### src/rtl/sgs_pkg.sv
package sgs_pkg;

  // Fixed field widths of the sample stream.
  localparam int SGS_SAMPLE_BITS = 16;
  localparam int SGS_MAX_WINDOW  = 15;

  // Configuration register file.
  localparam int CFG_W     = 4;
  localparam int CFG_IDX_W = 1;
  localparam logic [CFG_IDX_W-1:0] REG_WINDOW = 1'b0;
  localparam logic [CFG_IDX_W-1:0] REG_ORDER  = 1'b1;
  localparam logic [CFG_W-1:0]     WINDOW_RST = 4'd5;
  localparam logic [CFG_W-1:0]     ORDER_RST  = 4'd2;

  // Largest window the register can express, and the tail it can leave behind.
  localparam int VIEW_D = 2**CFG_W - 1;
  localparam int TAIL_D = VIEW_D / 2 + 1;
  localparam int IDX_W  = $clog2(TAIL_D);
  localparam int CNT_W  = $clog2(TAIL_D + 1);

  // Job queue between the front and the result sequencer.
  localparam int QDEPTH = 8;

  // Arithmetic.
  localparam int FRAC_BITS = 18;
  localparam int RCP_W     = 17;
  localparam int COEF_W    = 9;
  localparam int SUM_W     = SGS_SAMPLE_BITS + 10;

  // Smoothing modes.
  localparam logic [1:0] MODE_MA   = 2'd0;
  localparam logic [1:0] MODE_SG52 = 2'd1;
  localparam logic [1:0] MODE_SG72 = 2'd2;
  localparam logic [1:0] MODE_SG73 = 2'd3;

  typedef logic signed [SGS_SAMPLE_BITS-1:0] smp_t;
  typedef smp_t [TAIL_D-1:0] tail_t;

  typedef struct packed {
    smp_t sample;
    logic last_sample;
  } in_beat_t;

  typedef struct packed {
    smp_t smoothed;
    logic last_result;
    logic record_too_short;
    logic config_error;
  } out_beat_t;

  // What the result sequencer must do for one accepted sample.
  typedef struct packed {
    logic             err;
    logic             last;
    logic             short_rec;
    logic             has_smooth;
    logic [IDX_W-1:0] half;
    logic [IDX_W-1:0] p0;
    logic [CNT_W-1:0] cnt;
  } job_t;

  // What the arithmetic pipeline needs for one job.
  typedef struct packed {
    logic [1:0]       mode;
    logic [CFG_W-1:0] win_len;
    logic [RCP_W-1:0] rcp;
  } ctl_t;

  typedef struct packed {
    job_t  job;
    tail_t tail;
    smp_t  smooth;
  } qent_t;

  // Q0.18 reciprocal of the denominator, rounded to nearest.
  function automatic logic [RCP_W-1:0] sgs_recip(input logic [1:0] mode,
                                                 input logic [CFG_W-1:0] wl);
    logic [RCP_W-1:0] r;
    r = '0;
    case (mode)
      MODE_SG52: r = RCP_W'(7490);
      MODE_SG72: r = RCP_W'(12483);
      MODE_SG73: r = RCP_W'(1135);
      default: begin
        case (wl)
          4'd3:    r = RCP_W'(87381);
          4'd5:    r = RCP_W'(52429);
          4'd7:    r = RCP_W'(37449);
          4'd9:    r = RCP_W'(29127);
          4'd11:   r = RCP_W'(23831);
          4'd13:   r = RCP_W'(20165);
          4'd15:   r = RCP_W'(17476);
          default: r = '0;
        endcase
      end
    endcase
    return r;
  endfunction

  // Integer coefficient k of a Savitzky-Golay mode, center first.
  function automatic logic signed [COEF_W-1:0] sgs_coef(input logic [1:0] mode,
                                                        input logic [1:0] k);
    logic signed [COEF_W-1:0] c;
    c = '0;
    case (mode)
      MODE_SG52: begin
        case (k)
          2'd0:    c = 9'sd17;
          2'd1:    c = 9'sd12;
          2'd2:    c = -9'sd3;
          default: c = '0;
        endcase
      end
      MODE_SG72: begin
        case (k)
          2'd0:    c = 9'sd7;
          2'd1:    c = 9'sd6;
          2'd2:    c = 9'sd3;
          default: c = -9'sd2;
        endcase
      end
      MODE_SG73: begin
        case (k)
          2'd0:    c = 9'sd131;
          2'd1:    c = 9'sd75;
          2'd2:    c = -9'sd30;
          default: c = 9'sd5;
        endcase
      end
      default: c = '0;
    endcase
    return c;
  endfunction

endpackage

### src/rtl/sgs_queue.sv
module sgs_queue
  import sgs_pkg::*;
(
  input  logic  clk,
  input  logic  rst_n,
  input  logic  push,
  input  qent_t wdata,
  input  logic  pop,
  output qent_t rdata,
  output logic  empty
);

  localparam int PTR_W = $clog2(QDEPTH);
  localparam int CNT_QW = $clog2(QDEPTH + 1);

  qent_t              ent_r [QDEPTH];
  logic [PTR_W-1:0]   wr_ptr_r, rd_ptr_r;
  logic [CNT_QW-1:0]  count_r;

  // Depth is a power of two, so the pointers simply wrap.
  always_ff @(posedge clk) begin
    if (!rst_n) begin
      wr_ptr_r <= '0;
      rd_ptr_r <= '0;
      count_r  <= '0;
    end else begin
      if (push) begin
        wr_ptr_r <= wr_ptr_r + 1'b1;
      end
      if (pop) begin
        rd_ptr_r <= rd_ptr_r + 1'b1;
      end
      count_r <= count_r + CNT_QW'(push) - CNT_QW'(pop);
    end
  end

  always_ff @(posedge clk) begin
    if (push) begin
      ent_r[wr_ptr_r] <= wdata;
    end
  end

  assign rdata = ent_r[rd_ptr_r];
  assign empty = (count_r == '0);

endmodule

### config.mk
export PLATFORM = sky130hd
export DESIGN_NAME = sgs_queue
export DESIGN_NICKNAME = d
export VERILOG_FILES = /design/src/rtl/sgs_pkg.sv /design/src/rtl/sgs_queue.sv
export SDC_FILE = /design/constraint.sdc
export NUM_CORES = 1
export LEC_CHECK = 0
export BUFFER_PORTS_ARGS = -buffer_cell sky130_fd_sc_hd__buf_2
export CELL_PAD_IN_SITES_DETAIL_PLACEMENT = 0
export CELL_PAD_IN_SITES_GLOBAL_PLACEMENT = 1
export CORE_MARGIN = 3
export CORE_UTILIZATION = 54
export DETAILED_ROUTE_END_ITERATION = 7
export PLACE_DENSITY_LB_ADDON = 0.1
export RECOVER_POWER = 25
export SKIP_CTS_REPAIR_TIMING = 1
export SLEW_MARGIN = 20
export SYNTH_ARGS = -nofsm -noshare
export SYNTH_HDL_FRONTEND = slang
export SYNTH_SLANG_ARGS = --single-unit
### constraint.sdc
create_clock -name clk -period 19.18 [get_ports clk]
set_input_delay 2.877 -clock clk [delete_from_list [all_inputs] [get_ports clk]]
set_output_delay 2.877 -clock clk [all_outputs]
set_load 0.1 [all_outputs]
Word level (Yosys, flattened, before mapping)
Memories as Yosys holds them, arrays and structs flattened. A register that Yosys moved wholly into a read port is not among the register bits.
Cells that the tools add are included.

cells by class
  add/subtract/negate cells = 4
  multipliers = 0
  div/mod/pow operators = 0
  order comparisons = 0
  equality and inequality tests = 0
  shift operators = 0
  mux-type cells = 4
  bitwise logic cells = 0
  reductions and logical operators = 1

operator list
  operator             number
  $add 3x1->3 const B  2
  $mux 3               2
  $add 4x1->4          1
  $logic_not 4->1      1
  $sub 4x1->4          1
  $mux 1               2

word-level totals
  register bits after elaboration = 10
  latch bits = 0
  RAM bits = 1264
  memory bits (read-only) = 0
  bits of input ports = 162
  output and inout port bits = 159
  logic and storage cells = 13
  memories = 1

memories
  name   words  bits a word  rd ports  clocked after Yosys merged registers in  write ports  RTL line         RTL
  ent_r  8      158          1         1                                        1            sgs_queue.sv:16  qent_t ent_r [QDEPTH];

Depth between registers and ports, before layout
  word-level depth = 3
  gate-level depth with buffers = 8
  depth with buffers taken out = 8

Least setup slack after synthesis
No wires, ideal clock.

  path type = input to register
  from = input port push
  to = memory ent_r[0][0] (netlist bit) (enable)
  library setup time = 869 ps
  arrival = 13621 ps
  required time = 18311 ps
  slack = 4690 ps
  cell stages on the path = 2
  path buffers = 0
  cell sequence = nand2b_1 -> nor3_1

on the way
  longest elaborated chain between the ends = 2

ends and longest elaborated chain
  what                          RTL line         RTL
  start, declared               sgs_queue.sv:6   input logic push,
  $mux 1                        sgs_queue.sv:38  if (push) begin
  $mux 1 (not written as such)  sgs_queue.sv:39  ent_r[wr_ptr_r] <= wdata;
  end, declared                 sgs_queue.sv:16

Every way passes these cells.

==> results.py <==
metrics = {
    "setup_path": {
        "cp-end-kind": "output port",
        "slowest_stage": "buf_4",
        "critical_path_required_ns": 16.30,
        "crit-reg2reg-launch": "wr_ptr_r[0]",
        "crit_fanout": 61,
        "reg2reg_to": "ent_r[1][39]",
        "critPathLaunchType": "flip-flop",
        "rr_worst_depth": 5,
        "reg2reg_slack_ns": 15.15,
        "cpPeakStageDelay_ns": 0.87,
        "cp.arrival_ns": 4.96,
        "cp_cell_sequence": "buf_4, buf_4, buf_4, mux4_2, mux2_2, buf_2",
        "path_class": "flip-flop to output port",
        "crit_top_cell": "buf_4",
    },
    "synthesis": {
        "synth_flop_cell": "edfxtp_1",
        "ys_warn_count": 0,
        "synth_async_sr_flop_share_pct": 0,
        "syn-cell-area_mm2": 0.04805,
        "synthCells": 1893,
        "yosys-top-cells-area": "edfxtp_1 79%, mux4_2 15%, mux2_2 3.7%",
        "syn-num-nets": 2063,
        "yosys-top-cells-count": "1264 x edfxtp_1, 316 x mux4_2, 158 x mux2_2, 27 x buf_6, 26 x buf_2",
        "synth_edf_count": 1264,
        "synth_seq_area_share_pct": 79.54,
        "yosysTopAreaCell": "edfxtp_1",
        "syn_avg_cell_area_um2": 25.38,
        "yosysMostFrequentCell": "edfxtp_1",
        "ys_types": 23,
        "ys_ff_latch": 1277,
        "synth_top_area_share_pct": 79.00,
    },
    "detailed_routing": {
        "routed_via_density": 5.882,
        "vias": 21010,
        "drt-wirelength-per-cell_um": 27.24,
        "first_iter_violations": 1601,
        "drtAntennaViolNets": 0,
        "drc_errors": 0,
        "first_pass_iters": 5,
        "wl_mm": 97.31,
    },
    "cells_and_area": {
        "final_layout_size_suffix_gt1_share_pct": 38.19,
        "final_nets": 2465,
        "seqCellArea_mm2": 0.03823,
        "fin_cells": 3572,
        "fillers": 5890,
        "area_growth_pct": 14.49,
        "multi_input_area_mm2": 0.009290,
    },
    "power_and_ir_drop": {
        "finalPower_mw": 6.459,
        "leakagePower_nw": 17.21,
        "vdd_drop_max_mv": 0.08900,
        "powerDensity_mw_per_mm2": 117.4,
    },
    "sta": {
        "tns_ns": 0,
        "tightestPinTransition_ns": 1.030,
        "timing.final.ws_setup_ns": 11.34,
        "max_freq_ghz": 0.1276,
        "fin_crit_ns": 7.840,
        "fin_hold_ws_ns": 0.5387,
        "hold_violations": 0,
        "fin_skew_ns": 0.02466,
        "min_period_over_period_pct": 40.87,
        "setup_viol": 0,
        "relSlewSlack_pct": 31.36,
        "rsz0062_at_grt": "no",
        "maxSlewViolCount": 0,
    },
    "clock_tree": {
        "clk_latency_ns": 0.71,
        "cts.sinks": 1277,
        "clk_pin_slew_ns": 0.06,
        "root_buffer": "clkbuf_16",
        "cts_buffers": 133,
        "cts_buffer_depth": 3,
        "cts_max_level": 4,
        "cts_tree": "done",
    },
    "die": {
        "die_w_um": 304.3,
        "die_y_um": 304.3,
        "initial_utilization_pct": 54.96,
        "dieArea_mm2": 0.09259,
        "rows": 108,
        "pin_count": 321,
        "core_area_mm2": 0.08743,
    },
    "min_path": {
        "hold_start": "rd_ptr_r[1]",
        "holdPathStages": 2,
        "hold_class": "flip-flop to flip-flop",
    },
    "placement": {
        "dp_hpwl_mm": 51.83,
        "dp.cells": 3314,
        "gp_congestion": 0.7129,
        "portBuffers": 320,
        "preCtsSetupSlack_ns": 11.97,
    },
    "grt": {
        "antenna_found_initial": 28,
        "globalRouteOverflowTotal": 0,
        "grt_pass1_vias": 22630,
        "grt_max_degree": 126,
        "grt_pass1_wl_mm": 146.9,
        "grtUsageTotal_pct": 21.44,
    },
    "run_status": {
        "outcome": "finished clean",
    },
    "flow_run": {
        "maxCapViolations": 0,
    },
}
## critical path, delay by kind of cell, from the launching register on
family / cells / cell delay, ns
buffers and inverters: 4 / 2.75
flip-flops: 1 / 0.59
multiplexers: 2 / 0.70
## flip-flops by register name (all words and copies together), names as in the netlist, named ones only
name	count
rd_ptr_r	3
ent_r	1264
wr_ptr_r	3
count_r	4
## cell type report
| class | count | area share, % |
|---|---|---|
| sequential | 1277 | 69.49 |
| antenna | 16 | 0.07279 |
| clock buffer | 179 | 6.557 |
| inverter | 7 | 0.04777 |
| clock inverter | 62 | 0.9985 |
| timing repair buffer | 356 | 3.314 |
| tap | 1155 | 2.627 |
| multi-input combinational | 520 | 16.89 |
## cells by family after synthesis
| family | synth area share [%] |
|---|---|
| xor+xnor | 0.09116 |
| mux | 18.58 |
| buf+inv | 1.240 |
| compound gates | 0.02604 |
| flops | 79.54 |
| simple gates | 0.3021 |
| fa+ha+maj | 0.2239 |
## cell usage in the layout, fill, tap and decap left out, types with 2 or more instances in the layout
master | Yosys | routed
buf_4 | 0 | 30
xor2_1 | 2 | 2
clkinvlp_4 | 0 | 2
buf_2 | 26 | 222
clkbuf_1 | 23 | 139
mux2_2 | 158 | 158
ha_1 | 7 | 7
xnor2_1 | 3 | 3
mux4_2 | 316 | 316
diode_2 | 0 | 16
inv_6 | 0 | 7
clkinv_2 | 0 | 15
dfxtp_1 | 13 | 10
bufinv_16 | 0 | 8
clkbuf_16 | 0 | 138
nor2_4 | 0 | 6
nor3_2 | 0 | 2
clkinv_1 | 0 | 26
dfxtp_4 | 0 | 3
inv_1 | 7 | 7
buf_12 | 0 | 4
nor2b_1 | 3 | 3
and2_1 | 7 | 7
mux2i_1 | 3 | 3
nand2_1 | 5 | 5
nand2b_1 | 4 | 4
edfxtp_1 | 1264 | 1264
clkinv_8 | 0 | 3
## how the worst max path moves through the flow
stage / start / endpoint / slack (ns)
finish: flip-flop / rdata[140] / 11.34
global route: flip-flop / rdata[140] / 11.06
CTS: flip-flop / rdata[4] / 11.19
detailed placement: flip-flop / rdata[4] / 11.97
global placement: flip-flop / rdata[14] / 12.03
floorplan: push / ent_r[0][0] / 4.69
## where the power goes
part           switching (mW)  internal, mW  leakage [nW]
clock network            1.00          1.43          2.02
registers              0.0237          3.14          11.6
logic                   0.641         0.215          3.60
## through the flow
step,util (%),cell area [um2]
global placement,58.22,50900
CTS,62.98,55060
floorplan,-,48050
global route,62.88,54980
detailed placement,58.22,50900
finish,62.92,55010
## per-layer routing
metal / vias to the layer above / routed length (um) / track usage, %
li1: 8992 / - / -
met4: 14 / 1975 / 6.473
met3: 142 / 6129 / 5.401
met5: - / 92 / 0
met1: 11320 / 39380 / 28.83
met2: 542 / 49730 / 35.17
Power figures use the tool's default switching activity.
