--- config.mk ---
export PLATFORM = sky130hd
export DESIGN_NAME = sgs_mac
export DESIGN_NICKNAME = d
export VERILOG_FILES = /design/src/rtl/sgs_pkg.sv /design/src/rtl/sgs_mac.sv
export SDC_FILE = /design/constraint.sdc
export NUM_CORES = 2
export LEC_CHECK = 0
export BUFFER_PORTS_ARGS = -buffer_cell sky130_fd_sc_hd__buf_2
export CAP_MARGIN = 15
export CORE_ASPECT_RATIO = 1.25
export CORE_MARGIN = 1
export CORE_UTILIZATION = 38
export DETAILED_ROUTE_END_ITERATION = 6
export MAX_ROUTING_LAYER = met4
export PLACE_DENSITY = 0.59
export SETUP_SLACK_MARGIN = 0.4
export SYNTH_ARGS = -nofsm -noshare
export SYNTH_HDL_FRONTEND = slang
export SYNTH_SLANG_ARGS = --single-unit
--- constraint.sdc ---
create_clock -name clk -period 9.25 [get_ports clk]
set_clock_uncertainty 0.15 [all_clocks]
set_input_delay 0.4625 -clock clk [delete_from_list [all_inputs] [get_ports clk]]
set_output_delay 0.4625 -clock clk [all_outputs]
set_load 0.01 [all_outputs]
--- src/rtl/sgs_pkg.sv ---
package sgs_pkg;

  // Fixed field widths of the sample stream.
  localparam int SGS_SAMPLE_BITS = 16;
  localparam int SGS_MAX_WINDOW  = 15;

  // Configuration register file.
  localparam int CFG_W     = 4;
  localparam int CFG_IDX_W = 1;
  localparam logic [CFG_IDX_W-1:0] REG_WINDOW = 1'b0;
  localparam logic [CFG_IDX_W-1:0] REG_ORDER  = 1'b1;
  localparam logic [CFG_W-1:0]     WINDOW_RST = 4'd5;
  localparam logic [CFG_W-1:0]     ORDER_RST  = 4'd2;

  // Largest window the register can express, and the tail it can leave behind.
  localparam int VIEW_D = 2**CFG_W - 1;
  localparam int TAIL_D = VIEW_D / 2 + 1;
  localparam int IDX_W  = $clog2(TAIL_D);
  localparam int CNT_W  = $clog2(TAIL_D + 1);

  // Job queue between the front and the result sequencer.
  localparam int QDEPTH = 8;

  // Arithmetic.
  localparam int FRAC_BITS = 18;
  localparam int RCP_W     = 17;
  localparam int COEF_W    = 9;
  localparam int SUM_W     = SGS_SAMPLE_BITS + 10;

  // Smoothing modes.
  localparam logic [1:0] MODE_MA   = 2'd0;
  localparam logic [1:0] MODE_SG52 = 2'd1;
  localparam logic [1:0] MODE_SG72 = 2'd2;
  localparam logic [1:0] MODE_SG73 = 2'd3;

  typedef logic signed [SGS_SAMPLE_BITS-1:0] smp_t;
  typedef smp_t [TAIL_D-1:0] tail_t;

  typedef struct packed {
    smp_t sample;
    logic last_sample;
  } in_beat_t;

  typedef struct packed {
    smp_t smoothed;
    logic last_result;
    logic record_too_short;
    logic config_error;
  } out_beat_t;

  // What the result sequencer must do for one accepted sample.
  typedef struct packed {
    logic             err;
    logic             last;
    logic             short_rec;
    logic             has_smooth;
    logic [IDX_W-1:0] half;
    logic [IDX_W-1:0] p0;
    logic [CNT_W-1:0] cnt;
  } job_t;

  // What the arithmetic pipeline needs for one job.
  typedef struct packed {
    logic [1:0]       mode;
    logic [CFG_W-1:0] win_len;
    logic [RCP_W-1:0] rcp;
  } ctl_t;

  typedef struct packed {
    job_t  job;
    tail_t tail;
    smp_t  smooth;
  } qent_t;

  // Q0.18 reciprocal of the denominator, rounded to nearest.
  function automatic logic [RCP_W-1:0] sgs_recip(input logic [1:0] mode,
                                                 input logic [CFG_W-1:0] wl);
    logic [RCP_W-1:0] r;
    r = '0;
    case (mode)
      MODE_SG52: r = RCP_W'(7490);
      MODE_SG72: r = RCP_W'(12483);
      MODE_SG73: r = RCP_W'(1135);
      default: begin
        case (wl)
          4'd3:    r = RCP_W'(87381);
          4'd5:    r = RCP_W'(52429);
          4'd7:    r = RCP_W'(37449);
          4'd9:    r = RCP_W'(29127);
          4'd11:   r = RCP_W'(23831);
          4'd13:   r = RCP_W'(20165);
          4'd15:   r = RCP_W'(17476);
          default: r = '0;
        endcase
      end
    endcase
    return r;
  endfunction

  // Integer coefficient k of a Savitzky-Golay mode, center first.
  function automatic logic signed [COEF_W-1:0] sgs_coef(input logic [1:0] mode,
                                                        input logic [1:0] k);
    logic signed [COEF_W-1:0] c;
    c = '0;
    case (mode)
      MODE_SG52: begin
        case (k)
          2'd0:    c = 9'sd17;
          2'd1:    c = 9'sd12;
          2'd2:    c = -9'sd3;
          default: c = '0;
        endcase
      end
      MODE_SG72: begin
        case (k)
          2'd0:    c = 9'sd7;
          2'd1:    c = 9'sd6;
          2'd2:    c = 9'sd3;
          default: c = -9'sd2;
        endcase
      end
      MODE_SG73: begin
        case (k)
          2'd0:    c = 9'sd131;
          2'd1:    c = 9'sd75;
          2'd2:    c = -9'sd30;
          default: c = 9'sd5;
        endcase
      end
      default: c = '0;
    endcase
    return c;
  endfunction

endpackage

--- src/rtl/sgs_mac.sv ---
module sgs_mac
  import sgs_pkg::*;
(
  input  logic              clk,
  input  logic              rst_n,
  input  logic              job_vld,
  input  job_t              job,
  input  ctl_t              ctl,
  input  smp_t [VIEW_D-1:0] win,
  output logic              res_vld,
  output qent_t             res
);

  localparam int SB     = SGS_SAMPLE_BITS;
  localparam int TW     = SB + 1;
  localparam int NGRP   = (VIEW_D + 3) / 4;
  localparam int GW     = SB + 2;
  localparam int MW     = GW + $clog2(NGRP);
  localparam int PW     = SUM_W + RCP_W + 1;
  localparam int NST    = 4;
  localparam logic signed [PW-1:0] RND_HALF = PW'(1) <<< (FRAC_BITS - 1);
  localparam logic signed [PW-1:0] SAT_HI = {{(PW-SB+1){1'b0}}, {(SB-1){1'b1}}};
  localparam logic signed [PW-1:0] SAT_LO = {{(PW-SB+1){1'b1}}, {(SB-1){1'b0}}};

  logic  vld_p  [NST];
  job_t  job_p  [NST];
  tail_t tail_p [NST];
  ctl_t  ctl_p  [NST];

  // Stage 1: center sample, symmetric pair sums, masked group sums.
  logic signed [TW-1:0]    term_nxt [4];
  logic signed [TW-1:0]    term_r   [4];
  logic signed [GW-1:0]    grp_nxt  [NGRP];
  logic signed [GW-1:0]    grp_r    [NGRP];
  smp_t                    msk      [NGRP*4];
  logic                    h3;

  // Stage 2: coefficient products and the moving-average total.
  logic signed [SUM_W-1:0] prd_nxt  [4];
  logic signed [SUM_W-1:0] prd_r    [4];
  logic signed [MW-1:0]    ma_nxt, ma_r;

  // Stage 3: window sum.  Stage 4: scaled product.
  logic signed [SUM_W-1:0] sacc_nxt, sacc_r;
  logic signed [PW-1:0]    prod_nxt, prod_r;
  logic signed [PW-1:0]    rnd, q;
  smp_t                    sat;

  always_comb begin
    h3 = (ctl.mode == MODE_SG72) || (ctl.mode == MODE_SG73);
    if (h3) begin
      term_nxt[0] = TW'(win[3]);
      term_nxt[1] = TW'(win[2]) + TW'(win[4]);
      term_nxt[2] = TW'(win[1]) + TW'(win[5]);
      term_nxt[3] = TW'(win[0]) + TW'(win[6]);
    end else begin
      term_nxt[0] = TW'(win[2]);
      term_nxt[1] = TW'(win[1]) + TW'(win[3]);
      term_nxt[2] = TW'(win[0]) + TW'(win[4]);
      term_nxt[3] = '0;
    end
    for (int j = 0; j < NGRP*4; j++) begin
      msk[j] = '0;
    end
    for (int j = 0; j < VIEW_D; j++) begin
      if (CFG_W'(j) < ctl.win_len) begin
        msk[j] = win[j];
      end
    end
    for (int g = 0; g < NGRP; g++) begin
      grp_nxt[g] = GW'(msk[4*g]) + GW'(msk[4*g+1]) + GW'(msk[4*g+2]) + GW'(msk[4*g+3]);
    end
  end

  always_comb begin
    for (int k = 0; k < 4; k++) begin
      prd_nxt[k] = SUM_W'(sgs_coef(ctl_p[0].mode, 2'(k))) * SUM_W'(term_r[k]);
    end
    ma_nxt = '0;
    for (int g = 0; g < NGRP; g++) begin
      ma_nxt = ma_nxt + MW'(grp_r[g]);
    end
  end

  always_comb begin
    if (ctl_p[1].mode == MODE_MA) begin
      sacc_nxt = SUM_W'(ma_r);
    end else begin
      sacc_nxt = prd_r[0] + prd_r[1] + prd_r[2] + prd_r[3];
    end
    prod_nxt = PW'(sacc_r) * PW'($signed({1'b0, ctl_p[2].rcp}));
  end

  // Round half up, then clamp to the sample range.
  always_comb begin
    rnd = prod_r + RND_HALF;
    q   = rnd >>> FRAC_BITS;
    if (q > SAT_HI) begin
      sat = SAT_HI[SB-1:0];
    end else if (q < SAT_LO) begin
      sat = SAT_LO[SB-1:0];
    end else begin
      sat = q[SB-1:0];
    end
  end

  always_ff @(posedge clk) begin
    if (!rst_n) begin
      for (int i = 0; i < NST; i++) begin
        vld_p[i] <= 1'b0;
      end
      res_vld <= 1'b0;
    end else begin
      vld_p[0] <= job_vld;
      for (int i = 1; i < NST; i++) begin
        vld_p[i] <= vld_p[i-1];
      end
      res_vld <= vld_p[NST-1];
    end
  end

  always_ff @(posedge clk) begin
    job_p[0]  <= job;
    tail_p[0] <= win[TAIL_D-1:0];
    ctl_p[0]  <= ctl;
    for (int i = 1; i < NST; i++) begin
      job_p[i]  <= job_p[i-1];
      tail_p[i] <= tail_p[i-1];
      ctl_p[i]  <= ctl_p[i-1];
    end
    term_r     <= term_nxt;
    grp_r      <= grp_nxt;
    prd_r      <= prd_nxt;
    ma_r       <= ma_nxt;
    sacc_r     <= sacc_nxt;
    prod_r     <= prod_nxt;
    res.job    <= job_p[NST-1];
    res.tail   <= tail_p[NST-1];
    res.smooth <= sat;
  end

endmodule

* After elaboration in Yosys (flattened, before gate mapping)
Memory sizes are Yosys's and may differ from the RTL's. A register that Yosys moved wholly into a read port is not among the register bits.
Cells that the tools add are included.
** Word-level totals
- Memories :: 4
- RAM bits :: 664
- Flip-flop bits (word level) :: 350
- Input bits :: 280
** Memories
- tail_p :: depth 4, bits a word 128, rd ports 4, clocked after memory_dff 1, write ports 4, line sgs_mac.sv:27 : tail_t tail_p [NST];
- ctl_p :: depth 4, bits a word 23, rd ports 3, clocked after memory_dff 0, write ports 4, line sgs_mac.sv:28 : ctl_t ctl_p [NST];
- job_p :: depth 4, bits a word 14, rd ports 4, clocked after memory_dff 1, write ports 4, line sgs_mac.sv:26 : job_t job_p [NST];
- vld_p :: depth 4, bits a word 1, rd ports 4, clocked after memory_dff 1, write ports 4, line sgs_mac.sv:25 : logic vld_p [NST];
** Operators by class
- Order comparisons :: 17
- Bitwise operators :: 4
- Reduce and logical (&&, ||, !) cells :: 3
- Add/sub/neg operators :: 23
- Mux-type cells :: 28
- $mul :: 5
- Equal/unequal tests :: 5
** Operators with widths (count)
- $mux 16 :: 16
- $add 16x16->17 :: 9
- $add 26x26->26 :: 3
- $mul 9x17->26 :: 3
- $add 17x16->18 :: 4
- $mux 68 :: 1
- $add 18x16->18 :: 3
- $add 44x19->44 const B :: 1
- $mul 26x18->44 :: 1
- $lt 4x4->1 const A :: 7
- $pmux 9 s3 :: 1
- $gt 26x16->1 const B :: 1
- $lt 26x16->1 const B :: 1
- $mux 26 :: 1
- $mul 8x17->25 :: 1
- $pmux 8 s3 :: 1
- $pmux 7 s3 :: 1
- $add 19x18->20 :: 1
- $add 20x18->20 :: 1
- $add 18x18->19 :: 1
- $pmux 9 s2 :: 1
- $lt 3x4->1 const A :: 4
- $eq 2x2->1 const B :: 4
- $lt 1x4->1 const A :: 2
- other kinds (7) :: 16

* Longest topological paths before layout
- Depth in word-level cells :: 5
- Gate-level depth with buffers :: 30

* Worst setup path before layout
No wires, ideal clock.
- Kind :: flip-flop to flip-flop
- From :: memory ctl_p[0][21] (netlist bit)
- To :: register prd_r[24] (netlist bit)
- Path slack :: 2431 ps
- Arrival time :: 6597 ps
- Period minus slack after synthesis :: 6819 ps
- Path buffers :: 4
- Library setup time :: 72 ps
- Stages on the path, launching flop included :: 27
- Path through :: dfxtp_1 > clkbuf_1 > clkbuf_1 > inv_1 > ha_1 > or2_2 > clkbuf_1 > clkbuf_1 > and2_1 > fa_1 > fa_1 > fa_1 > inv_1 > fa_1 > inv_1 > fa_1 > ha_1 > inv_1 > o21bai_1 > a21oi_2 > o21ai_2 > a211oi_1 > o31ai_1 > or4_1 > a41o_1 > a21oi_1 > xnor2_1
** RTL lines
- start: declaration :: line sgs_mac.sv:28
- end signal: assignment :: line sgs_mac.sv:133 : prd_r <= prd_nxt;
- end: declaration :: line sgs_mac.sv:40 : logic signed [SUM_W-1:0] prd_r [4];

==> results.py <==
metrics = {
    "route": {
        "drt_iter0_markers": 1534,
        "avgRoutedWirePerCell_um": 18.3,
        "via_per_inst": 4.67,
        "drt-pass1-iter-count": 5,
        "drc": 0,
        "ant_nets": 0,
        "drt-total-wl_mm": 173,
        "vias": 44000,
    },
    "timing": {
        "finalMaxSlewViolations": 0,
        "max_slew_margin_pct": 31.1,
        "layout_min_cycle_time_ps": 7470,
        "finalHoldViolCount": 0,
        "fmax_ghz": 0.134,
        "rsz0062_at_grt": "false",
        "worst_pin_slew_ps": 1030,
        "finalSetupViolations": 0,
        "fin_crit_sh_pct": 80.7,
        "setup_tns_ps": 0,
    },
    "critical_path": {
        "cpMostUsedCell": "inv_1",
        "cp.required_ps": 9770,
        "cp_slowest_stage_delay_ps": 490,
        "crit_slowest_cell": "or2_2",
        "start_kind": "flip-flop",
        "end_kind": "flip-flop",
        "critPathKind": "reg -> reg",
        "arrival_ps": 7990,
        "crit_fanout": 59,
    },
    "yosys": {
        "synth_cells": 6377,
        "synth_edf_count": 0,
        "syn_nets": 8169,
        "synthDistinctLibCells": 81,
        "synth_area_per_cell_um2": 10.6,
        "yosysWarnings": 0,
        "synth-seq-area-share_pct": 32.6,
        "async_flop_share_pct": 0,
        "ys_ff_latch": 1101,
        "syn_area_mm2": 0.0677,
        "synth_ff_type": "dfxtp_1",
    },
    "clock_network": {
        "cts_buffers": 110,
        "clk_latency_ps": 780,
        "ctsResizeCount": 0,
        "cts_buffer_depth": 3,
        "cts_tree": "built",
        "clk_pin_slew_ps": 70,
        "cts_hold_repair.buffers": 165,
        "htreeDepth": 3,
        "cts_setup_buffers": 0,
        "clock-root-buffer": "clkbuf_16",
        "numClockSinks": 1101,
    },
    "placement": {
        "place_congestion": 0.923,
        "post-dp-hpwl_mm": 144,
        "port_buffers": 438,
    },
    "finish": {
        "fin_nets": 8765,
        "syn_to_final_growth_pct": 15.4,
        "fill_cells": 16600,
        "drive_above_1_share_pct": 10.0,
    },
    "hold_path": {
        "holdCritPathClass": "in -> reg",
    },
    "floorplan": {
        "num_rows": 172,
        "die_h_um": 474,
        "start_util_pct": 38.4,
        "dieArea_mm2": 0.180,
        "ios": 439,
        "die_x_um": 379,
        "coreArea_mm2": 0.176,
    },
    "global_route": {
        "grt_pass1_vias": 48000,
        "grt_max_degree": 70,
        "grt.total_usage_pct": 20.2,
        "grt_pass1_wl_mm": 268,
        "grt-ovfl-total": 0,
        "antenna_found_initial": 20,
    },
    "job": {
        "cap_violations": 0,
    },
    "run_status": {
        "outcome": "complete, no violations",
    },
}
-- layout make-up --
class | count | area (um^2) | share of cell area (%)
Inverter | 1130 | 4240 | 5.43
Antenna cell | 9 | 22.5 | 0.0288
Timing Repair Buffer | 620 | 3970 | 5.09
Sequential cell | 1101 | 22000 | 28.2
Clock inverter | 67 | 926 | 1.19
Multi-Input combinational cell | 4010 | 40900 | 52.4
Tap cell | 2349 | 2940 | 3.76
Clock buffer | 139 | 3050 | 3.91
-- synth_stat cells (69+ instances only) --
cell type | instances | area (um^2)
ha_1 | 534 | 6680
and2_1 | 490 | 3070
xnor2_1 | 193 | 1690
nor2_1 | 193 | 724
nor2b_1 | 69 | 432
o21ai_1 | 101 | 505
a21oi_1 | 157 | 786
xor2_1 | 77 | 674
nand2_1 | 557 | 2090
inv_1 | 1129 | 4240
dfxtp_1 | 1101 | 22000
clkbuf_1 | 131 | 492
fa_1 | 978 | 19600
-- cell usage in the layout (no fill, tap or decap), drive strengths merged, types with 58 or more instances in the layout --
cell,netlist,final
fa,978,978
nor2,194,194
xor2,77,77
buf,5,455
and2,491,491
ha,534,534
nor3,58,58
nand2b,65,65
a21oi,159,159
dfxtp,1101,1101
xnor2,193,193
nand3,60,60
nand2,557,557
dlygate4sd3,0,165
nor2b,69,69
clkbuf,131,139
o21ai,163,163
inv,1130,1146
-- cell families after synthesis --
logic type,after synthesis,share of synthesized area (%)
buffers and inverters,1266,7.03
AND/OR/NAND/NOR,1596,11.9
XOR/XNOR,270,3.50
adder cells (fa/ha/maj),1513,38.8
multiplexers,30,0.483
AO/OA/AOI/OAI,601,5.74
flip-flops,1101,32.6
-- critical path: cells and delay by family (launching register included) --
kind	cells	cell delay, ps
AO/OA/AOI/OAI	10	1910
XOR/XNOR	1	130
adder cells (fa/ha/maj)	8	2880
buffers and inverters	7	1210
flip-flops	1	330
AND/OR/NAND/NOR	2	730
-- flip-flops by register name (all words and copies together) (netlist names), 4 cells and up --
name    flops
vld_p       4
grp_r      72
sacc_r     26
prod_r     27
res       158
prd_r     103
ma_r       20
term_r     67
ctl_p      55
tail_p    512
job_p      56
-- path summary, 6_finish.rpt --
check | cells past startpoint | start | end | slack, ps
setup / recovery | 28 | ctl_p[0][21] | prd_r[25] | 1780
hold / removal | 3 | win[224] | grp_r[0] | 90
setup reg to reg | 28 | ctl_p[0][21] | prd_r[25] | 1780
hold reg to reg | 0 | ctl_p[1][0] | ctl_p[2][0] | 140
-- per-layer routing --
layer	global-route usage, %	up-vias	part of all wire [%]
met2	36.1	995	52
met3	3.13	315	4.4
met5	-	-	0
met4	8.59	0	4.4
li1	-	20900	-
met1	22.0	21800	40
-- per-stage QoR --
step | instances | hold WS (ps) | instance area [um^2] | worst slack (ps) | util (%)
floorplan | 6377 | 160 | 67700 | 2430 | -
global placement | 9045 | 160 | 72400 | 1790 | 41.1
detailed placement | 9045 | 162 | 72400 | 1740 | 41.1
CTS | 9416 | 12.4 | 78000 | 1720 | 44.3
global route | 9425 | 91.8 | 78100 | 1330 | 44.3
finish | 9425 | 88.1 | 78100 | 1780 | 44.3
Power is not shown: default switching activity piles up to over one toggle a cycle in this logic, so the estimate is an artifact.
