$ cat src/rtl/sgs_pkg.sv
package sgs_pkg;

  // Fixed field widths of the sample stream.
  localparam int SGS_SAMPLE_BITS = 16;
  localparam int SGS_MAX_WINDOW  = 15;

  // Configuration register file.
  localparam int CFG_W     = 4;
  localparam int CFG_IDX_W = 1;
  localparam logic [CFG_IDX_W-1:0] REG_WINDOW = 1'b0;
  localparam logic [CFG_IDX_W-1:0] REG_ORDER  = 1'b1;
  localparam logic [CFG_W-1:0]     WINDOW_RST = 4'd5;
  localparam logic [CFG_W-1:0]     ORDER_RST  = 4'd2;

  // Largest window the register can express, and the tail it can leave behind.
  localparam int VIEW_D = 2**CFG_W - 1;
  localparam int TAIL_D = VIEW_D / 2 + 1;
  localparam int IDX_W  = $clog2(TAIL_D);
  localparam int CNT_W  = $clog2(TAIL_D + 1);

  // Job queue between the front and the result sequencer.
  localparam int QDEPTH = 8;

  // Arithmetic.
  localparam int FRAC_BITS = 18;
  localparam int RCP_W     = 17;
  localparam int COEF_W    = 9;
  localparam int SUM_W     = SGS_SAMPLE_BITS + 10;

  // Smoothing modes.
  localparam logic [1:0] MODE_MA   = 2'd0;
  localparam logic [1:0] MODE_SG52 = 2'd1;
  localparam logic [1:0] MODE_SG72 = 2'd2;
  localparam logic [1:0] MODE_SG73 = 2'd3;

  typedef logic signed [SGS_SAMPLE_BITS-1:0] smp_t;
  typedef smp_t [TAIL_D-1:0] tail_t;

  typedef struct packed {
    smp_t sample;
    logic last_sample;
  } in_beat_t;

  typedef struct packed {
    smp_t smoothed;
    logic last_result;
    logic record_too_short;
    logic config_error;
  } out_beat_t;

  // What the result sequencer must do for one accepted sample.
  typedef struct packed {
    logic             err;
    logic             last;
    logic             short_rec;
    logic             has_smooth;
    logic [IDX_W-1:0] half;
    logic [IDX_W-1:0] p0;
    logic [CNT_W-1:0] cnt;
  } job_t;

  // What the arithmetic pipeline needs for one job.
  typedef struct packed {
    logic [1:0]       mode;
    logic [CFG_W-1:0] win_len;
    logic [RCP_W-1:0] rcp;
  } ctl_t;

  typedef struct packed {
    job_t  job;
    tail_t tail;
    smp_t  smooth;
  } qent_t;

  // Q0.18 reciprocal of the denominator, rounded to nearest.
  function automatic logic [RCP_W-1:0] sgs_recip(input logic [1:0] mode,
                                                 input logic [CFG_W-1:0] wl);
    logic [RCP_W-1:0] r;
    r = '0;
    case (mode)
      MODE_SG52: r = RCP_W'(7490);
      MODE_SG72: r = RCP_W'(12483);
      MODE_SG73: r = RCP_W'(1135);
      default: begin
        case (wl)
          4'd3:    r = RCP_W'(87381);
          4'd5:    r = RCP_W'(52429);
          4'd7:    r = RCP_W'(37449);
          4'd9:    r = RCP_W'(29127);
          4'd11:   r = RCP_W'(23831);
          4'd13:   r = RCP_W'(20165);
          4'd15:   r = RCP_W'(17476);
          default: r = '0;
        endcase
      end
    endcase
    return r;
  endfunction

  // Integer coefficient k of a Savitzky-Golay mode, center first.
  function automatic logic signed [COEF_W-1:0] sgs_coef(input logic [1:0] mode,
                                                        input logic [1:0] k);
    logic signed [COEF_W-1:0] c;
    c = '0;
    case (mode)
      MODE_SG52: begin
        case (k)
          2'd0:    c = 9'sd17;
          2'd1:    c = 9'sd12;
          2'd2:    c = -9'sd3;
          default: c = '0;
        endcase
      end
      MODE_SG72: begin
        case (k)
          2'd0:    c = 9'sd7;
          2'd1:    c = 9'sd6;
          2'd2:    c = 9'sd3;
          default: c = -9'sd2;
        endcase
      end
      MODE_SG73: begin
        case (k)
          2'd0:    c = 9'sd131;
          2'd1:    c = 9'sd75;
          2'd2:    c = -9'sd30;
          default: c = 9'sd5;
        endcase
      end
      default: c = '0;
    endcase
    return c;
  endfunction

endpackage

$ cat src/rtl/sgs_front.sv
module sgs_front
  import sgs_pkg::*;
#(
  parameter int MAX_WINDOW = SGS_MAX_WINDOW
) (
  input  logic                 clk,
  input  logic                 rst_n,
  input  logic                 in_valid,
  output logic                 in_stall,
  input  in_beat_t             in_beat,
  input  logic                 cfg_valid,
  output logic                 cfg_ready,
  input  logic [CFG_IDX_W-1:0] cfg_index,
  input  logic [CFG_W-1:0]     cfg_data,
  input  logic                 pop,
  output logic                 job_vld,
  output job_t                 job,
  output ctl_t                 ctl,
  output smp_t [VIEW_D-1:0]    win
);

  localparam int FILL_W = $clog2(MAX_WINDOW + 1);
  localparam int CMP_W  = (FILL_W > CFG_W) ? FILL_W : CFG_W;
  localparam int USED_W = $clog2(QDEPTH + 1);
  localparam logic [FILL_W-1:0] FILL_MAX = FILL_W'(MAX_WINDOW);

  smp_t              line_r [MAX_WINDOW];
  logic [FILL_W-1:0] fill_r, fill_nxt;
  logic [CFG_W-1:0]  wl_r, po_r;
  logic [USED_W-1:0] used_r, used_nxt;
  logic              job_vld_r;
  job_t              job_r, job_nxt;
  ctl_t              ctl_r, ctl_nxt;

  logic              accept, launch, cfg_ok;
  logic [FILL_W-1:0] n;
  logic [CMP_W-1:0]  n_c, wl_c;
  logic [IDX_W-1:0]  half;
  logic [CNT_W-1:0]  half1, m;

  assign accept    = in_valid && !in_stall;
  assign in_stall  = (used_r >= USED_W'(QDEPTH));
  assign cfg_ready = 1'b1;

  always_comb begin
    n     = (fill_r == FILL_MAX) ? fill_r : FILL_W'(fill_r + 1'b1);
    n_c   = CMP_W'(n);
    wl_c  = CMP_W'(wl_r);
    half  = IDX_W'(wl_r >> 1);
    half1 = CNT_W'(half) + CNT_W'(1);
    m     = (n_c < CMP_W'(half1)) ? CNT_W'(n_c) : half1;

    cfg_ok = (wl_r >= CFG_W'(3)) && wl_r[0] && (wl_c <= CMP_W'(MAX_WINDOW)) &&
             (po_r != '0) && (po_r < wl_r);

    fill_nxt = in_beat.last_sample ? '0 : n;

    job_nxt            = '0;
    job_nxt.err        = !cfg_ok;
    job_nxt.last       = in_beat.last_sample;
    job_nxt.half       = half;
    job_nxt.has_smooth = (n_c >= wl_c);
    job_nxt.short_rec  = cfg_ok && in_beat.last_sample && (n_c < wl_c);
    if (!cfg_ok) begin
      job_nxt.cnt = CNT_W'(1);
      job_nxt.p0  = '0;
    end else if (!in_beat.last_sample) begin
      job_nxt.cnt = CNT_W'(1);
      job_nxt.p0  = half;
    end else begin
      job_nxt.cnt = m;
      job_nxt.p0  = IDX_W'(m - CNT_W'(1));
    end
    launch = accept && (!cfg_ok || in_beat.last_sample || (n_c > CMP_W'(half)));

    ctl_nxt.win_len = wl_r;
    if (wl_r == CFG_W'(5) && po_r == CFG_W'(2)) begin
      ctl_nxt.mode = MODE_SG52;
    end else if (wl_r == CFG_W'(7) && po_r == CFG_W'(2)) begin
      ctl_nxt.mode = MODE_SG72;
    end else if (wl_r == CFG_W'(7) && po_r == CFG_W'(3)) begin
      ctl_nxt.mode = MODE_SG73;
    end else begin
      ctl_nxt.mode = MODE_MA;
    end
    ctl_nxt.rcp = sgs_recip(ctl_nxt.mode, wl_r);

    used_nxt = used_r + USED_W'(launch) - USED_W'(pop);
  end

  always_ff @(posedge clk) begin
    if (!rst_n) begin
      fill_r    <= '0;
      wl_r      <= WINDOW_RST;
      po_r      <= ORDER_RST;
      used_r    <= '0;
      job_vld_r <= 1'b0;
    end else begin
      if (cfg_valid && cfg_ready) begin
        case (cfg_index)
          REG_WINDOW: wl_r <= cfg_data;
          REG_ORDER:  po_r <= cfg_data;
          default:    ;
        endcase
      end
      if (accept) begin
        fill_r <= fill_nxt;
      end
      used_r    <= used_nxt;
      job_vld_r <= launch;
    end
  end

  always_ff @(posedge clk) begin
    if (accept) begin
      line_r[0] <= in_beat.sample;
      for (int i = 1; i < MAX_WINDOW; i++) begin
        line_r[i] <= line_r[i-1];
      end
      job_r <= job_nxt;
      ctl_r <= ctl_nxt;
    end
  end

  // The line as the pipeline sees it: entries the line does not have read as zero.
  for (genvar g = 0; g < VIEW_D; g++) begin : g_view
    if (g < MAX_WINDOW) begin : g_have
      assign win[g] = line_r[g];
    end else begin : g_pad
      assign win[g] = '0;
    end
  end

  assign job_vld = job_vld_r;
  assign job     = job_r;
  assign ctl     = ctl_r;

endmodule

$ cat config.mk
export PLATFORM = sky130hd
export DESIGN_NAME = sgs_front
export DESIGN_NICKNAME = d
export VERILOG_FILES = /design/src/rtl/sgs_pkg.sv /design/src/rtl/sgs_front.sv
export SDC_FILE = /design/constraint.sdc
export NUM_CORES = 1
export LEC_CHECK = 0
export BUFFER_PORTS_ARGS = -buffer_cell sky130_fd_sc_hd__buf_2
export CAP_MARGIN = 20
export CELL_PAD_IN_SITES_DETAIL_PLACEMENT = 1
export CELL_PAD_IN_SITES_GLOBAL_PLACEMENT = 1
export CORE_MARGIN = 5
export CORE_UTILIZATION = 25
export CTS_CLUSTER_DIAMETER = 80
export DETAILED_ROUTE_END_ITERATION = 8
export GPL_TIMING_DRIVEN = 0
export HOLD_SLACK_MARGIN = 0.02
export PLACE_DENSITY = 0.6
export SYNTH_ARGS = -nofsm -noshare
export SYNTH_HDL_FRONTEND = slang
export SYNTH_SLANG_ARGS = --single-unit
$ cat constraint.sdc
create_clock -name clk -period 8.4 [get_ports clk]
set_clock_uncertainty 0.05 [all_clocks]
set_input_delay 1.68 -clock clk [delete_from_list [all_inputs] [get_ports clk]]
set_output_delay 1.68 -clock clk [all_outputs]
set_load 0.1 [all_outputs]
======== Word-level counts from Yosys, hierarchy flattened ========
Memory sizes are Yosys's and may differ from the RTL's.
Cells that the tools add are included.
word-level totals
  memory bits (read-only) ................. 0
  input port bits ......................... 27
  latch bits .............................. 0
  bits in writable memories ............... 240
  output and inout port bits .............. 280
  bits in registers ....................... 54
  memories ................................ 1
operators by class
  reductions and logical operators ........ 19
  $add $sub $neg .......................... 5
  bitwise gates (word level) .............. 1
  multiplexer cells ....................... 11
  shift-type cells ........................ 0
  divide/modulo/power cells ............... 0
  $lt $le $gt $ge ......................... 8
  multiply operators ...................... 0
  equal/unequal tests ..................... 13
memory list
  memory  depth  bits a word  rd ports  clocked after memory_dff  wr ports  RTL line         source
  line_r  15     16           15        0                         15        sgs_front.sv:27  smp_t line_r [MAX_WINDOW];
operator list
  cell                                                               number
  case mux 17 bit (7 select lines)                                   1
  case mux 17 bit (3 select lines)                                   1
  equality test 4 bit, second input constant                         5
  equality test 4 x 2 -> 1 bit, second input constant                3
  less-than comparator 4 bit                                         3
  two-way mux 4 bit                                                  3
  logical AND 1 bit                                                  11
  equality test 4 x 3 -> 1 bit, second input constant                2
  two-way mux 7 bit                                                  1
  two-way mux 2 bit                                                  3
  AND reduction 2 bit                                                3
  adder 3 x 1 -> 4 bit, second input constant                        1
  adder 4 x 1 -> 4 bit                                               1
  adder 4 x 1 -> 4 bit, second input constant                        1
  equality test 2 bit, second input constant                         2
  greater-or-equal comparator 4 x 2 -> 1 bit, second input constant  1
  greater-or-equal comparator 4 bit                                  1
  greater-or-equal comparator 4 bit, second input constant           1
  > comparator 4 x 3 -> 1 bit                                        1
  less-or-equal comparator 4 bit, second input constant              1
  nonzero test 4 bit                                                 1
  subtractor 4 x 1 -> 4 bit                                          1
  subtractor 3 x 1 -> 3 bit, second input constant                   1
  equality test 2 x 1 -> 1 bit, second input constant                1
  other kinds (4)                                                    7

======== Longest topological paths before layout ========
Gate-level depths: netlist of the first run.
  depth after elaboration ................. 11
  gate-level depth with buffers ........... 16
  depth with buffers taken out ............ 16

======== Worst setup path after synthesis of the first run ========
Ideal clock, no wire load.
  path type ............................... in2reg
  start ................................... input in_valid
  end ..................................... register used_r[2]
  setup time .............................. 0.115 ns
  data required time ...................... 8.235 ns
  arrival ................................. 8.898 ns
  path slack .............................. -0.663 ns
  path buffers ............................ 0
  cell stages on the path ................. 11
  cells stage by stage .................... inv_1 -> a211o_1 -> inv_1 -> nand2_1 -> ha_1 -> inv_1 -> ha_1 -> inv_1 -> fa_1 -> xnor2_1 -> and2_1
between the ends
  word-level cells in the longest chain between the ends .. 4
RTL lines
  element                    RTL line          source
  start: declaration         sgs_front.sv:8    input logic in_valid,
  logical AND 1 bit          sgs_front.sv:41   assign accept = in_valid && !in_stall;
  via accept                 sgs_front.sv:35   logic accept, launch, cfg_ok;
  logical AND 1 bit          sgs_front.sv:74   launch = accept && (!cfg_ok || in_beat.last_sample || (n_c > CMP_W'(half)));
  adder 4 x 1 -> 4 bit       sgs_front.sv:88   used_nxt = used_r + USED_W'(launch) - USED_W'(pop);
  subtractor 4 x 1 -> 4 bit  sgs_front.sv:88
  end signal: assignment     sgs_front.sv:109  used_r <= used_nxt;
  end: declaration           sgs_front.sv:30   logic [USED_W-1:0] used_r, used_nxt;
The timed path passes the listed nets, and every way through them passes these cells.
A chain may end at the register's enable or synchronous reset.

======== Final worst setup path of the first run ========
Ends and elaborated chain as after synthesis.

==> impl_metrics.tcl, run 1 <==
set metrics [dict create \
    status "finished, final reports clean" \
    ys.flop_type "edfxtp_1" \
    wl_per_cell_um 17.7 \
    holdCritStartpoint "line_r[1][36]$_DFFE_PP_" \
    cp-end-kind "flip-flop" \
    grt-ovfl-total 0 \
    path_cells "buf_2, inv_1, a211o_1, clkinvlp_4, buf_12, nand2_1, ha_1, inv_1, ha_1, inv_1, fa_1, xnor2_1, and2_1" \
    synth_mux_area_share_pct 0.732 \
    port_buffers 305 \
    fp.dieH_um 209 \
    synth-seq-cells 291 \
    clockRootBuffer "clkbuf_16" \
    syn_to_final_growth_pct 34.9 \
    holdPathStages 0 \
    slew_headroom_pct 57.1 \
    worstSetupPathType "input port to flip-flop" \
    htreeDepth 2 \
    postCtsSetupBuffers 0 \
    ioPinCount 307 \
    timing.rr.start "fill_r[0]$_SDFFE_PN0P_" \
    cap_violations 0 \
    synth_edf_count 274 \
    core_area_um2 39500 \
    synth_cell_types 44 \
    layout_setup_ws_ns 4.56 \
    num_rows 73 \
    cp_num_buf_inv 6 \
    antenna_left 0 \
    clock_sinks 291 \
    finalHoldViolations 0 \
    dr_total_vias 5581 \
    syn_area_um2 9920 \
    num-nets-final 895 \
    tns_ns 0 \
    r2r-end "job[6]$_SDFFCE_PP0P_" \
    rr_worst_depth 12 \
    synth_adder_area_share_pct 3.48 \
    grt_max_degree 45 \
    drc_errors 0 \
    timing.final.crit_share_pct 45.7 \
    netlist_instances 490 \
    hold_class "flip-flop to flip-flop" \
    syn_area_per_cell_um2 20.2 \
    cts_tree "built" \
    cp_top_family "buffers and inverters" \
    clk_pin_slew_ns 0.06 \
    async_flop_share_pct 0 \
    dp_hpwl_mm 18.1 \
    rsz0062_at_grt "false" \
    arrival_ns 4.22 \
    die-width_um 209 \
    cts_made_buffers 36 \
    tightest_slew_ns 0.639 \
    grt_pass1_vias 5945 \
    clock.fmax_mhz 260 \
    antenna_found_initial 0 \
    setup_violations 0 \
    clkLatencyLatePin_ns 0.53 \
    yosysSeqAreaShare_pct 86.4 \
    cp.required_ns 8.78 \
    synth_xor_area_share_pct 0.706 \
    dp_slack_ns 3.94 \
    slowest_delay_ns 0.54 \
    fin_crit_ns 3.84 \
    groute.usage.overall_pct 10.9 \
    critical_path.max_fanout 31 \
    drive_above_1_share_pct 43.7 \
    ctsLongestPathBuffers 3 \
    cp_common_cell "inv_1" \
    finalMaxSlewViolations 0 \
    crit_slowest_cell "clkinvlp_4" \
    drt-total-wl_mm 24.6 \
    grt_pass1_wl_mm 37.2 \
    synth_top_family_by_area "simple AND/OR/NAND/NOR gates" \
    place_congestion 0.751 \
    dr.pass1.iters 4 \
    reg2reg_setup_slack_ns 4.87 \
    ctsResizeCount 0 \
    yosysWarnings 0 \
    cts_hold_buf 0 \
    setup.worst_path.start_class "input port" \
    initial_utilization_pct 25.1 \
    design.die.area_um2 43800 \
    initialDrtViolationCount 257 \
    synth_nets 544 \
    worst_hold_path.endpoint "line_r[1][52]$_DFFE_PP_" \
    synth-compound-area-share_pct 3.43 \
    yosys.area_share.simple_pct 3.90 \
    routed_via_density 4.01 \
    diodes 0 \
]
cell type report:
| class | instances | area (um2) |
|---|---|---|
| Fill cell | 4166 | 26100 |
| Buffer | 12 | 61.3 |
| Timing Repair Buffer | 313 | 1690 |
| Multi-Input combinational cell | 168 | 1220 |
| Clock buffer | 45 | 945 |
| Clock inverter | 20 | 168 |
| Sequential cell | 291 | 8570 |
| Inverter | 19 | 75.1 |
| Tap cell | 525 | 657 |
cell families (layout without fill, tap and decap cells):
logic type	Yosys count	in the layout
muxes	7	7
buffers and inverters	31	409
other	1	1
and+or+nand+nor	76	76
adders and majority gates	27	27
DFF	291	291
xor gates and xnor gates	8	8
AOI/OAI and AO/OA	49	49
worst max path at each step:
stage / from / end / slack, ns / cells after the start
floorplan: in_valid / used_r[2]$_SDFF_PN0_ / 1.42 / 11
global placement: in_valid / used_r[2]$_SDFF_PN0_ / -0.46 / 12
detailed placement: in_valid / used_r[2]$_SDFF_PN0_ / 3.94 / 13
CTS: in_valid / used_r[2]$_SDFF_PN0_ / 4.52 / 13
global route: in_valid / used_r[2]$_SDFF_PN0_ / 4.42 / 13
finish: in_valid / used_r[2]$_SDFF_PN0_ / 4.56 / 13
worst reg2reg max path: cells and delay by family, from the launching register on:
| kind | cells | cell delay [ns] |
|---|---|---|
| AOI/OAI and AO/OA | 4 | 0.99 |
| adders and majority gates | 3 | 0.81 |
| xor gates and xnor gates | 1 | 0.24 |
| muxes | 2 | 0.50 |
| and+or+nand+nor | 2 | 0.28 |
| DFF | 1 | 0.40 |
synthesized netlist by cell type, types with 3 or more instances:
cell type | instances | area share (%)
edfxtp_1 | 274 | 83
ha_1 | 26 | 3.3
inv_1 | 18 | 0.68
dfxtp_1 | 17 | 3.4
nand2_1 | 17 | 0.64
nor2_1 | 14 | 0.53
a21oi_1 | 13 | 0.66
nand3_1 | 11 | 0.55
o21ai_0 | 11 | 0.55
nor2b_1 | 9 | 0.57
clkbuf_1 | 7 | 0.26
nand2b_1 | 6 | 0.38
xnor2_1 | 6 | 0.53
and3_1 | 5 | 0.32
mux2i_1 | 5 | 0.50
a21boi_0 | 4 | 0.30
a21o_1 | 4 | 0.30
buf_4 | 4 | 0.30
and2_1 | 3 | 0.19
nor3_1 | 3 | 0.15
nor4_1 | 3 | 0.19
o31ai_1 | 3 | 0.23
flip-flops by register name (all words and copies together), names as in the netlist:
| name | cells |
|---|---|
| used_r | 4 |
| po_r | 4 |
| job | 14 |
| line_r | 240 |
| wl_c | 4 |
| job_vld | 1 |
| fill_r | 4 |
| ctl | 20 |
cells in the final DEF, fill, tap and decap left out, drive strengths merged, types with 5 or more instances in the layout:
| master | instances |
|---|---|
| dfxtp | 17 |
| buf | 318 |
| a21oi | 13 |
| xnor2 | 6 |
| clkinv | 15 |
| nand3 | 11 |
| and3 | 5 |
| nand2b | 6 |
| nor2 | 14 |
| inv | 21 |
| nand2 | 18 |
| o21ai | 12 |
| nor2b | 9 |
| mux2i | 5 |
| ha | 26 |
| edfxtp | 274 |
| clkbuf | 52 |
routing by layer:
layer / routed length, um / share of wire, % / track usage, %
met1: 10200 / 42 / 13.5
met2: 11700 / 48 / 17.6
met3: 2170 / 8.8 / 4.31
met4: 531 / 2.2 / 3.47
met5: 0 / 0 / 0
per-stage QoR:
| stage | instance area, um2 | hold WS, ns | instances | util, % |
|---|---|---|---|---|
| floorplan | 9920 | 0.423 | 490 | - |
| global placement | 12100 | 0.375 | 1320 | 30.7 |
| detailed placement | 12300 | 0.377 | 1328 | 31.1 |
| CTS | 13400 | 0.387 | 1393 | 33.9 |
| global route | 13400 | 0.395 | 1393 | 33.9 |
| finish | 13400 | 0.383 | 1393 | 33.9 |
Power of run 1 is not shown: default switching activity piles up to over one toggle a cycle in this logic, so the estimate is an artifact.
==> inputs of run 2 (changes only) <==
- clock period: 8.4 -> 3.33 ns (I/O delays scaled with it)
==> impl_metrics.tcl, run 2 (synthesized netlist as in run 1, its figures left out) <==
set metrics [dict create \
    syn_to_final_growth_pct 36.1 \
    finalMaxSlewViolations 0 \
    grt_use_met1_pct 13.9 \
    holdCritStartpoint "in_beat[3]" \
    largest_register_ffs 240 \
    cts_hold_buf 0 \
    groute.usage.overall_pct 10.9 \
    cp.required_ns 3.69 \
    fp.dieH_um 209 \
    drt-total-wl_mm 24.7 \
    largest-register "line_r" \
    crit_slowest_cell "dfxtp_4" \
    design.die.area_um2 43800 \
    clkLatencyLatePin_ns 0.52 \
    clockRootBuffer "clkbuf_16" \
    dr.pass1.iters 4 \
    busiest_layer "met2" \
    status "finished, final reports clean" \
    timing.final.crit_share_pct 96.0 \
    clk_pin_slew_ns 0.06 \
    layout_common_cells "305 x buf_2, 274 x edfxtp_1, 35 x clkbuf_16, 22 x ha_1, 16 x nand2_1" \
    antenna_left 0 \
    drc_errors 0 \
    cts_tree "built" \
    htreeDepth 2 \
    initialDrtViolationCount 249 \
    worstSetupPathType "flip-flop to flip-flop" \
    antenna_found_initial 0 \
    grt_pass1_vias 5975 \
    cp_common_cell "ha_4" \
    dp_hpwl_mm 17.9 \
    finalHoldViolations 0 \
    dr_total_vias 5630 \
    hold_class "input port to flip-flop" \
    arrival_ns 3.56 \
    die-width_um 209 \
    reg2reg_setup_slack_ns 0.13 \
    num-nets-final 898 \
    critical_path.max_fanout 5 \
    port_buffers 305 \
    timing.rr.start "fill_r[1]$_SDFFE_PN0P_" \
    wl_per_cell_um 17.7 \
    grt_use_met3_pct 4.13 \
    core_area_um2 39500 \
    fin_cells 1395 \
    diodes 0 \
    clock.fmax_mhz 313 \
    finalHoldWorstSlack_ns 0.258 \
    dp.cells 1327 \
    critPathLaunch "fill_r[1]$_SDFFE_PN0P_" \
    drive_above_1_share_pct 46.1 \
    slowest_delay_ns 0.38 \
    cap_violations 0 \
    grt_pass1_wl_mm 37.2 \
    path_cells "ha_4, nand3_4, mux2_4, ha_4, nor2b_1, o21a_1, o22ai_2, nand3_2, nand2_2, ha_2, inv_2, ha_4, inv_2, fa_2, xnor2_1, and2_1" \
    layout_commonest_cell "buf_2" \
    fillCellCount 4155 \
    slew_headroom_pct 63.3 \
    cts_made_buffers 34 \
    clock_sinks 291 \
    initial_utilization_pct 25.1 \
    grt_max_degree 47 \
    routed_via_density 4.04 \
    num_rows 73 \
    fin_crit_ns 3.20 \
    grt-ovfl-total 0 \
    ioPinCount 307 \
    place_congestion 0.745 \
    ctsLongestPathBuffers 3 \
    cp-end-kind "flip-flop" \
    setup_violations 0 \
    grt_use_met2_pct 16.9 \
    setup.worst_path.start_class "flip-flop" \
    tightest_slew_ns 0.545 \
]
==> run 2: cell count changes in the layout (fill, tap and decap cells not counted), moves of 3 or more <==
cell     previous run  this run
inv_1              17        14
dfxtp_1            17        14
ha_1               26        22
buf_4               4        11
ha_4                0         3
a21oi_1            13        10
==> run 2: path summary, 6_finish.rpt <==
kind / to / depth (start not counted)
hold / removal: line_r[0][2]$_DFFE_PP_ / 1
setup / recovery: used_r[2]$_SDFF_PN0_ / 16
hold reg to reg: line_r[1][42]$_DFFE_PP_ / 0
setup reg to reg: used_r[2]$_SDFF_PN0_ / 16
==> run 2: through the flow <==
stage	cell area [um2]	util [%]	setup TNS, ns	worst slack (ns)
2_1_floorplan	9950	-	-578.95	-2.56
3_3_place_gp	12100	30.8	-1156.04	-4.38
3_5_place_dp	12300	31.1	-0.704	-0.219
4_1_cts	13400	34.0	0	0.0115
5_1_grt	13500	34.2	-0.0632	-0.0364
6_report	13500	34.2	0	0.135
==> run 2: worst max-delay path, delay by kind of cell, from the launching register on <==
| kind | cells | cell delay, ns |
|---|---|---|
| adder cells (fa/ha/maj) | 5 | 1.14 |
| AND/OR/NAND/NOR | 5 | 0.56 |
| flip-flops | 1 | 0.38 |
| AO/OA/AOI/OAI | 2 | 0.37 |
| multiplexers | 1 | 0.36 |
| XOR/XNOR | 1 | 0.12 |
| buffers and inverters | 2 | 0.11 |
==> run 2: cell type report <==
| type | count | area, um2 | area share, % |
|---|---|---|---|
| tap | 525 | 657 | 4.87 |
| clock inverter | 19 | 165 | 1.22 |
| timing repair buffer | 318 | 1710 | 12.7 |
| sequential | 291 | 8580 | 63.5 |
| buffer | 12 | 63.8 | 0.473 |
| inverter | 19 | 82.6 | 0.612 |
| clock buffer | 43 | 906 | 6.71 |
| multi-input combinational | 168 | 1330 | 9.88 |
==> run 2: timing repair <==
item                       CTS  global route
cloned                       0             0
buffers inserted             1             5
pin swaps                    1             4
resized for setup           11            11
setup endpoints to repair    4             4
hold endpoints to repair     0             0
==> run 2: per-layer routing <==
metal  routed length, um  share of wire (%)
met1               10400                 42
met2               11400                 46
met5                   0                  0
met3                2190                8.9
met4                 757                3.1
Power of run 2 is left out for the same reason.
